## config.mk

```make
export PLATFORM = sky130hd
export DESIGN_NAME = xor_checked_frame_deframer_core
export DESIGN_NICKNAME = d
export VERILOG_FILES = /design/src/rtl/xcfd_pkg.sv /design/src/rtl/xor_checked_frame_deframer_core.sv /design/src/rtl/xcfd_parse.sv
export VERILOG_INCLUDE_DIRS = /design/src /design/src/rtl
export SDC_FILE = /design/constraint.sdc
export NUM_CORES = 1
export LEC_CHECK = 0
export ABC_CLOCK_PERIOD_IN_PS = 5650
export BUFFER_PORTS_ARGS = -buffer_cell sky130_fd_sc_hd__buf_4
export CAP_MARGIN = 20
export CORE_MARGIN = 2
export CORE_UTILIZATION = 59
export DETAILED_ROUTE_END_ITERATION = 6
export GPL_TIMING_DRIVEN = 0
export PLACE_DENSITY = 0.86
export SYNTH_ARGS = -nofsm -noshare
export SYNTH_HDL_FRONTEND = slang
export SYNTH_HIERARCHICAL = 1
export SYNTH_SLANG_ARGS = --single-unit
export TNS_END_PERCENT = 20
```

## constraint.sdc

```tcl
create_clock -name clk -period 5.65 [get_ports clk]
set_input_delay 0.8475 -clock clk [delete_from_list [all_inputs] [get_ports clk]]
set_output_delay 0.8475 -clock clk [all_outputs]
set_load 0.05 [all_outputs]
```

## src/rtl/xor_checked_frame_deframer_core_defines.svh

```systemverilog
// Assertion macros shared by the deframer RTL.
// No dependencies; included by the modules that carry assertions.
`ifndef XOR_CHECKED_FRAME_DEFRAMER_CORE_DEFINES_SVH
`define XOR_CHECKED_FRAME_DEFRAMER_CORE_DEFINES_SVH

`ifndef ASSERT_OFF
// Clocked property, disabled while reset is asserted.
`define XCFD_ASSERT(lbl, clk, rst_n, prop, msg) \
	lbl: assert property (@(posedge clk) disable iff (!rst_n) prop) else $error(msg);
// Clocked property, checked during reset as well.
`define XCFD_ASSERT_ALWAYS(lbl, clk, prop, msg) \
	lbl: assert property (@(posedge clk) prop) else $error(msg);
`else
`define XCFD_ASSERT(lbl, clk, rst_n, prop, msg)
`define XCFD_ASSERT_ALWAYS(lbl, clk, prop, msg)
`endif

`endif

```

## src/rtl/xcfd_pkg.sv

```systemverilog
// Types and constants of the XOR-checked frame deframer.
// No dependencies; imported by xcfd_parse and the top level.
package xcfd_pkg;

	localparam int BYTE_W = 8;
	localparam int CFG_IDX_W = 1;

	// Configuration register indexes
	localparam logic [CFG_IDX_W-1:0] REG_START_BYTE   = 1'b0;
	localparam logic [CFG_IDX_W-1:0] REG_MAX_BODY_LEN = 1'b1;

	localparam logic [BYTE_W-1:0] START_BYTE_RST   = 8'hAA;
	localparam logic [BYTE_W-1:0] MAX_BODY_LEN_RST = 8'hFF;

	localparam logic KIND_PAYLOAD = 1'b0;
	localparam logic KIND_END     = 1'b1;

	localparam logic [1:0] ST_OK       = 2'd0;
	localparam logic [1:0] ST_BAD_SUM  = 2'd1;
	localparam logic [1:0] ST_TOO_LONG = 2'd2;

	typedef enum logic [1:0] {
		PH_WAIT,
		PH_LEN,
		PH_BODY,
		PH_CHK
	} phase_t;

	typedef struct packed {
		logic              kind;
		logic [BYTE_W-1:0] source_id;
		logic [BYTE_W-1:0] command;
		logic [BYTE_W-1:0] payload_byte;
		logic [BYTE_W-1:0] payload_index;
		logic [BYTE_W-1:0] frame_len;
		logic [1:0]        status;
		logic              last;
	} res_t;

endpackage

```

## src/rtl/xor_checked_frame_deframer_core.sv

```systemverilog
// Top level of the XOR-checked frame deframer: config registers, parser, output skid.
// Depends on xcfd_pkg, xcfd_parse and xor_checked_frame_deframer_core_defines.svh.
//
// Usage:
//   rx channel (rx_valid/rx_stall/rx_byte): one received byte per request.
//   res channel (res_valid/res_stall/...): payload results (kind 0) for body
//   bytes after source and command, and one frame-end result (kind 1, last 1)
//   with status ok, bad checksum or too long on the check byte.
//   Config port: cfg_wr_en writes cfg_wdata to register cfg_index
//   (0 start byte, 1 max body length); write only while the block is idle.
// Timing:
//   A byte is taken in every cycle in which rx_stall is low; its result, if any,
//   is registered in the output register, or in the skid register under stall,
//   before it shows on res. Throughput is one byte per cycle while rx_stall is low.
// Reset:
//   arst_n returns the parser to hunting for the start byte, clears held
//   header bytes and loads start byte 0xAA and max body length 255.
// Stall:
//   A stalled result holds in the output register; one more result fits in
//   the skid register, after which rx_stall rises until the output drains.
`include "xor_checked_frame_deframer_core_defines.svh"

module xor_checked_frame_deframer_core #(
	parameter int SKID_EN = 1
) (
	input  logic                            clk,
	input  logic                            arst_n,
	input  logic                            cfg_wr_en,
	input  logic [xcfd_pkg::CFG_IDX_W-1:0]  cfg_index,
	input  logic [7:0]                      cfg_wdata,
	input  logic                            rx_valid,
	output logic                            rx_stall,
	input  logic [7:0]                      rx_byte,
	output logic                            res_valid,
	input  logic                            res_stall,
	output logic                            kind,
	output logic [7:0]                      source_id,
	output logic [7:0]                      command,
	output logic [7:0]                      payload_byte,
	output logic [7:0]                      payload_index,
	output logic [7:0]                      frame_len,
	output logic [1:0]                      status,
	output logic                            last
);
	import xcfd_pkg::*;

	logic [BYTE_W-1:0] start_byte_q;
	logic [BYTE_W-1:0] max_len_q;
	logic              in_fire;
	logic              out_fire;
	logic              new_valid;
	res_t              new_res;
	logic              out_valid_q;
	res_t              out_q;
	logic              skid_valid_q;
	res_t              skid_q;

	always_ff @(posedge clk or negedge arst_n) begin
		if (!arst_n) begin
			start_byte_q <= START_BYTE_RST;
			max_len_q    <= MAX_BODY_LEN_RST;
		end else if (cfg_wr_en) begin
			unique case (cfg_index)
				REG_START_BYTE:   start_byte_q <= cfg_wdata;
				REG_MAX_BODY_LEN: max_len_q    <= cfg_wdata;
				default: begin
				end
			endcase
		end
	end

	assign rx_stall = (SKID_EN != 0) ? skid_valid_q : (out_valid_q && res_stall);
	assign in_fire  = rx_valid && !rx_stall;
	assign out_fire = out_valid_q && !res_stall;

	xcfd_parse u_parse (
		.clk         (clk),
		.arst_n      (arst_n),
		.fire        (in_fire),
		.rx_byte     (rx_byte),
		.start_byte  (start_byte_q),
		.max_body_len(max_len_q),
		.res_valid   (new_valid),
		.res         (new_res)
	);

	// Output register with one skid entry behind it
	always_ff @(posedge clk or negedge arst_n) begin
		if (!arst_n) begin
			out_valid_q  <= 1'b0;
			skid_valid_q <= 1'b0;
		end else if (!out_valid_q || out_fire) begin
			if (skid_valid_q) begin
				out_valid_q  <= 1'b1;
				skid_valid_q <= 1'b0;
			end else begin
				out_valid_q <= new_valid;
			end
		end else if (new_valid) begin
			skid_valid_q <= 1'b1;
		end
	end

	always_ff @(posedge clk) begin
		if (!out_valid_q || out_fire) begin
			if (skid_valid_q) out_q <= skid_q;
			else if (new_valid) out_q <= new_res;
		end else if (new_valid) begin
			skid_q <= new_res;
		end
	end

	assign res_valid     = out_valid_q;
	assign kind          = out_q.kind;
	assign source_id     = out_q.source_id;
	assign command       = out_q.command;
	assign payload_byte  = out_q.payload_byte;
	assign payload_index = out_q.payload_index;
	assign frame_len     = out_q.frame_len;
	assign status        = out_q.status;
	assign last          = out_q.last;

	`XCFD_ASSERT_ALWAYS(a_skid_behind_out, clk,
		skid_valid_q |-> out_valid_q, "skid entry held with empty output register")
	`XCFD_ASSERT(a_skid_fill_on_stall, clk, arst_n,
		$rose(skid_valid_q) |-> $past(out_valid_q && res_stall),
		"skid filled while output was free")
	`XCFD_ASSERT(a_result_not_lost, clk, arst_n,
		(new_valid && out_valid_q && res_stall) |=> skid_valid_q,
		"result dropped under stall")

endmodule

```

## src/rtl/xcfd_parse.sv

```systemverilog
// Frame parser: phase machine, running XOR and held header bytes.
// Depends on xcfd_pkg and xor_checked_frame_deframer_core_defines.svh.
`include "xor_checked_frame_deframer_core_defines.svh"

module xcfd_parse (
	input  logic                       clk,
	input  logic                       arst_n,
	input  logic                       fire,
	input  logic [7:0]                 rx_byte,
	input  logic [7:0]                 start_byte,
	input  logic [7:0]                 max_body_len,
	output logic                       res_valid,
	output xcfd_pkg::res_t             res
);
	import xcfd_pkg::*;

	phase_t              phase_q, phase_d;
	logic [BYTE_W-1:0]   xor_q;
	logic [BYTE_W-1:0]   count_q;
	logic [BYTE_W-1:0]   len_q;
	logic [BYTE_W-1:0]   src_q;
	logic [BYTE_W-1:0]   cmd_q;
	logic [BYTE_W-1:0]   count_inc;

	assign count_inc = count_q + 8'd1;

	// Next phase
	always_comb begin
		phase_d = phase_q;
		unique case (phase_q)
			PH_WAIT: begin
				if (rx_byte == start_byte) phase_d = PH_LEN;
			end
			PH_LEN:  phase_d = PH_BODY;
			PH_BODY: begin
				if (count_inc >= len_q) phase_d = PH_CHK;
			end
			PH_CHK:  phase_d = PH_WAIT;
			default: phase_d = PH_WAIT;
		endcase
	end

	// Result for the byte at the input
	always_comb begin
		res_valid         = 1'b0;
		res.kind          = KIND_PAYLOAD;
		res.source_id     = src_q;
		res.command       = cmd_q;
		res.payload_byte  = '0;
		res.payload_index = '0;
		res.frame_len     = len_q;
		res.status        = ST_OK;
		res.last          = 1'b0;
		unique case (phase_q)
			PH_BODY: begin
				if (count_q >= 8'd2) begin
					res_valid         = fire;
					res.payload_byte  = rx_byte;
					res.payload_index = count_q - 8'd2;
				end
			end
			PH_CHK: begin
				res_valid = fire;
				res.kind  = KIND_END;
				res.last  = 1'b1;
				if (len_q > max_body_len)
					res.status = ST_TOO_LONG;
				else if (xor_q != rx_byte)
					res.status = ST_BAD_SUM;
				else
					res.status = ST_OK;
			end
			default: begin
				res_valid = 1'b0;
			end
		endcase
	end

	always_ff @(posedge clk or negedge arst_n) begin
		if (!arst_n) begin
			phase_q <= PH_WAIT;
			xor_q   <= '0;
			count_q <= '0;
			len_q   <= '0;
			src_q   <= '0;
			cmd_q   <= '0;
		end else if (fire) begin
			phase_q <= phase_d;
			unique case (phase_q)
				PH_WAIT: begin
					if (rx_byte == start_byte) xor_q <= '0;
				end
				PH_LEN: begin
					len_q   <= rx_byte;
					xor_q   <= xor_q ^ rx_byte;
					count_q <= '0;
				end
				PH_BODY: begin
					if (count_q == 8'd0) src_q <= rx_byte;
					else if (count_q == 8'd1) cmd_q <= rx_byte;
					xor_q   <= xor_q ^ rx_byte;
					count_q <= count_inc;
				end
				default: begin
				end
			endcase
		end
	end

	`XCFD_ASSERT(a_chk_returns_to_wait, clk, arst_n,
		(fire && phase_q == PH_CHK) |=> (phase_q == PH_WAIT), "frame end did not rearm hunt")
	`XCFD_ASSERT(a_len_starts_body, clk, arst_n,
		(fire && phase_q == PH_LEN) |=> (phase_q == PH_BODY && count_q == 8'd0),
		"LEN byte did not open the body")
	`XCFD_ASSERT(a_body_count_bound, clk, arst_n,
		(phase_q == PH_BODY) |-> (count_q < len_q || count_q == 8'd0),
		"body count ran past LEN")

endmodule

```

## Word-level counts from Yosys, hierarchy flattened

Index checks and enable logic that the tools add are counted.

- Reductions and logical operators: 23
- Order comparisons: 3
- Mux-type cells: 19
- Equality and inequality tests: 8
- Bitwise operators: 4
- $add $sub $neg: 2

Operators by type and width:

| cell | count |
|---|---|
| $mux W44 | 2 |
| $mux W16 | 2 |
| $pmux W8 S2 | 2 |
| $reduce_and A2 Y1 | 6 |
| $reduce_and A3 Y1 | 3 |
| $add A8 B1 Y8 const B | 1 |
| $eq A8 B1 Y1 const B | 1 |
| $eq A8 B8 Y1 | 1 |
| $ge A8 B2 Y1 const B | 1 |
| $ge A8 B8 Y1 | 1 |
| $gt A8 B8 Y1 | 1 |
| $logic_not A8 Y1 | 1 |
| $mux W8 | 1 |
| $ne A8 B8 Y1 | 1 |
| $pmux W2 S4 | 1 |
| $reduce_bool A2 Y1 | 4 |
| $sub A8 B2 Y8 const B | 1 |
| $xor A8 B8 Y8 | 1 |
| $mux W1 | 6 |
| $mux W2 | 3 |
| $eq A2 B2 Y1 const B | 2 |
| $ne A2 B1 Y1 const B | 2 |
| $reduce_and A4 Y1 | 1 |
| $logic_not A1 Y1 | 3 |
| other kinds (8) | 11 |

- Flip-flop bits (word level): 148
- Input bits: 22

## Depth between registers and ports, before layout

- Word-level depth: 6
- Gate-level depth with buffers: 10

## By module

The synthesis kept the hierarchy.

Modules (own cells, without submodules):

| module | cells each | area each (um2) | instances | sequential area each (um2) |
|---|---|---|---|---|
| xor_checked_frame_deframer_core | 181 | 4106.4 | 1 | 3108.0 |
| xcfd_parse | 282 | 2806.4 | 1 | 1051.0 |

## Worst setup path after synthesis

Ideal clock, no wire load.

- Kind: flip-flop to flip-flop
- From: register skid_valid_q, in the netlist rx_stall
- To: register out_q, in the netlist command[0], enable pin
- Setup time: 0.460 ns
- Stages on the path, launching flop included: 8
- Path slack: 1.436 ns
- Required time: 5.190 ns
- Path buffers: 3
- Arrival: 3.753 ns
- Cells stage by stage: dfrtp_1 -> buf_6 -> buf_8 -> nor2b_1 -> clkbuf_1 -> a21boi_0 -> nor2_1 -> a21oi_1

- Cells in the longest elaborated chain, start to end: 6

RTL lines:

| what | line | text |
|---|---|---|
| from (decl) | xor_checked_frame_deframer_core.sv:55 | `logic skid_valid_q;` |
| from (signal assigned) | xor_checked_frame_deframer_core.sv:91 | `skid_valid_q <= 1'b0;` |
| from (signal assigned) | xor_checked_frame_deframer_core.sv:95 | `skid_valid_q <= 1'b0;` |
| from (signal assigned) | xor_checked_frame_deframer_core.sv:100 | `skid_valid_q <= 1'b1;` |
| $logic_not A1 Y1 * | xor_checked_frame_deframer_core.sv:73 | `assign in_fire = rx_valid && !rx_stall;` |
| $logic_and A1 B1 Y1 * | xor_checked_frame_deframer_core.sv:73 |  |
| net in_fire | xor_checked_frame_deframer_core.sv:49 | `logic in_fire;` |
| $mux W1 | xcfd_parse.sv:56 | `if (count_q >= 8'd2) begin` |
| $pmux W1 S2 * | xcfd_parse.sv:54 | `unique case (phase_q)` |
| net new_valid | xor_checked_frame_deframer_core.sv:51 | `logic new_valid;` |
| $reduce_bool A2 Y1 (no source line) * | n/a |  |
| $reduce_and A2 Y1 (no source line) * | n/a |  |
| to (signal assigned) | xor_checked_frame_deframer_core.sv:106 | `if (skid_valid_q) out_q <= skid_q;` |
| to (signal assigned) | xor_checked_frame_deframer_core.sv:107 | `else if (new_valid) out_q <= new_res;` |
| to (decl) | xor_checked_frame_deframer_core.sv:54 | `res_t out_q;` |

Mark *: on every way through the listed nets, which the timed path passes. The rest lies on a longest branch.
A chain may end at the register's enable or synchronous reset.

## Worst setup path after layout

- From: register u_parse.phase_q[0]
- To: register out_q, in the netlist frame_len[1], enable pin

- Cells in the longest elaborated chain, start to end: 4
- Elaborated cells between the ends (all ways): 5
- Those cells by class: 2 x eq/ne; 1 x mux; 2 x reduce/logical

RTL lines:

| what | line | text |
|---|---|---|
| from (decl) | xcfd_parse.sv:17 | `phase_t phase_q, phase_d;` |
| from (signal assigned) | xcfd_parse.sv:88 | `phase_q <= phase_d;` |
| $eq A2 B2 Y1 | xcfd_parse.sv:54 |  |
| $pmux W1 S2 * | xcfd_parse.sv:54 |  |
| net new_valid | xor_checked_frame_deframer_core.sv:51 |  |
| $reduce_bool A2 Y1 (no source line) * | n/a |  |
| $reduce_and A2 Y1 (no source line) * | n/a |  |

Marked as above.

==> metrics.txt <==
initial core utilization=60.5%; CTS H-Tree Depth=4; Worst path max stage delay=about 0.64 ns; row count=39; Clock Skews=0.0118 ns; share of flip-flops with an asynchronous set or reset=40.5%; post-CTS setup buffer count=0; antenna cell count=0; critical path launch point type=flop; Leak=3.41 nW; initial antenna violation count=0; cts bufs inserted=17; dominant cells by area after synthesis=edfxtp_1 (38%), dfrtp_1 (17%), mux2_4 (10%), mux2_2 (6.2%), ha_1 (4.9%); DRT iter0 DRCs=269; share of layout cells above drive strength 1=37.8%; Synth Instances=around 460; Max Freq=315 MHz; drt via density=5.72; # Max-Cap Violations=0; leading area contributor after synthesis=edfxtp_1; port bufs=59; Sink Count=148; post-CTS sizing=0; critical-path cell list=inv_1 -> ha_1 -> buf_1 -> o31ai_2 -> a21boi_0 -> nor2_1 -> a21oi_4 -> buf_16; max reg flops=between 40 and 50; Buf/Inv on CP=3; Post-DP Area=7600 um^2; YS warnings=6; Post-synth top flop=edfxtp_1; largest reg by FF count=skid_q; worst slack, placed=2.49 ns; outcome=completed; post-route ant nets=0; Yosys reg bits=148; worst hold margin=0.474 ns; EDFF count, synth=88; DRC Markers=0; clk slew on worst S/H paths=about 0.060 ns; Syn Area/Cell=14.9 um^2; Worst Path Max Fanout=23; DP HPWL=9.10 mm; critical path class=flop to flop; Yosys cell types=52; CP Data Arrival Time=between 3 and 4 ns; crit path capture type=flop; worst-margin pin slew=0.796 ns; Tmin final=3.18 ns; Final nets=592; routed len/inst=19.0 um; Slew HR=46.8%; Final Max Tran Viols=0; Seq/Total Area, Yosys=around 60%; Power Density=between 500 and 600 nW/um^2; Total GRT Usage=22.4%; Clock Tree Buf Depth=2; placer congestion estimate=0.860; Setup TNS Final=0 ns; worst vdd ir=between 200 and 300 uV; Top delay family on crit path=compound AO/OA/AOI/OAI gates; Netlist Area Pre-Place=6910 um^2; vias in the first global route=4123; RSZ-0062 raised after global routing=false; Area Growth Syn to Fin=17.9%; Design Area, Final=8150 um^2; CP Data Required Time=a little under 6 ns; I/O Pins=68; Final WS setup=2.47 ns; final hold vios=0; cts hold-fix bufs=0; DIE WIDTH=approximately 110 um; clk_lat worst skew=0.42 ns; die height=112 um; core area=11400 um^2; final wirelength=13.3 mm; CTS tree=done; crit share post-route=between 50% and 60%; Pre-Repair DR Iteration Count=5; # setup viols final=0; Hold WC Path Type=flop to flop; total number of vias=3998; GRT overflow=0; Syn Nets=between 500 and 600; largest net degree at the start of global routing=between 60 and 70; slowest CP cell=a21oi_4; clk root buf=clkbuf_16; die area=12600 um^2; global-route wire length before repair=between 20 and 25 mm; post-synth top area share=38.2%
==> per-layer routing <==
| layer | wire length, um | global-route usage (%) | vias to the layer above |
|---|---|---|---|
| met5 | 0 | 0 | - |
| met3 | 814 | 5.99 | 47 |
| met2 | 6740 | 37.5 | 165 |
| met1 | 5330 | 27.3 | 1942 |
| li1 | - | - | 1844 |
| met4 | 407 | 10.7 | 0 |
==> final cells by class <==
| type | instances | area [um^2] |
|---|---|---|
| Clock inverter | 15 | 121 |
| Fill cell | 722 | 3270 |
| Timing Repair Buffer | 61 | 498 |
| Clock buffer | 17 | 425 |
| Sequential cell | 148 | 4160 |
| Tap cell | 143 | 179 |
| Buffer | 26 | 185 |
| Inverter | 24 | 90.1 |
| Multi-Input combinational cell | 265 | 2490 |
==> worst reg2reg max path: cells and delay by family, from the launching register on <==
family | cells | cell delay (ns)
compound gates | 3 | 1.26
fa+ha+maj | 1 | 0.26
buf+inv | 3 | 0.80
flops | 1 | 0.42
simple gates | 1 | 0.15
==> power breakdown <==
group | switching, W | total, W | internal [W] | leakage [nW]
combinational | 0.000932 | 0.00159 | 0.000662 | 1.61
clock | 0.000461 | 0.00103 | 0.000571 | 0.259
sequential | 0.000202 | 0.00173 | 0.00153 | 1.55
==> synthesized netlist by cell type (3+ instances only) <==
library cell / number
buf_12: 3
edfxtp_1: 88
xnor2_1: 14
mux2_2: 38
nand3_1: 8
buf_6: 3
clkbuf_1: 14
a41oi_1: 6
and2_1: 10
ha_1: 27
inv_1: 24
nor4_1: 3
dfrtp_1: 48
buf_1: 3
mux2_4: 46
a21oi_1: 5
nand2_1: 24
dfstp_2: 12
o2111ai_1: 4
xor2_1: 11
nand2b_1: 10
o21ai_0: 6
nor2_1: 11
a31oi_1: 6
nand4_1: 5
==> stage by stage <==
stage | total power, W | std cells | utilization, %
final | 0.00436 | 699 | 71.4
after global routing | 0.00456 | 699 | 71.4
after CTS | 0.00436 | 699 | 71.4
after detailed placement | 0.00331 | 667 | 66.6
after global placement | 0.00319 | 665 | 66.0
after floorplan | 0.00287 | 463 | -
==> path summary, 6_finish.rpt <==
check	from	end	slack (ns)	cells after the start
max	u_parse/phase_q[0]	frame_len[1]	2.47	8
min	u_parse/src_q[0]	skid_q[35]	0.47	0
max reg2reg	u_parse/phase_q[0]	frame_len[1]	2.47	8
min reg2reg	u_parse/src_q[0]	skid_q[35]	0.47	0
max in group asynchronous	arst_n	u_parse/count_q[3]	4.65	1
min in group asynchronous	arst_n	start_byte_q[0]	0.50	1
==> layout by cell type, fill, tap and decap left out, drive strengths merged, types with 6 or more instances in the layout <==
cell,synthesis,routed
edfxtp,88,88
mux2,84,84
buf,11,72
dfrtp,48,48
clkbuf,15,32
inv,24,31
ha,27,27
nand2,26,26
xnor2,14,14
dfstp,12,12
nor2,11,11
xor2,11,11
and2,10,10
nand2b,10,10
nand3,8,8
o21ai,6,6
a31oi,6,6
a41oi,6,6
==> cells by family after synthesis <==
| kind of cell | count (synthesis) | synth area share [%] |
|---|---|---|
| adder cells (fa/ha/maj) | 27 | 4.89 |
| AND/OR/NAND/NOR | 88 | 7.26 |
| XOR/XNOR | 25 | 3.17 |
| AO/OA/AOI/OAI | 40 | 4.22 |
| buffers and inverters | 50 | 3.98 |
| multiplexers | 85 | 16.3 |
| flip-flops | 148 | 60.2 |
(Power assumes the default switching activity.)
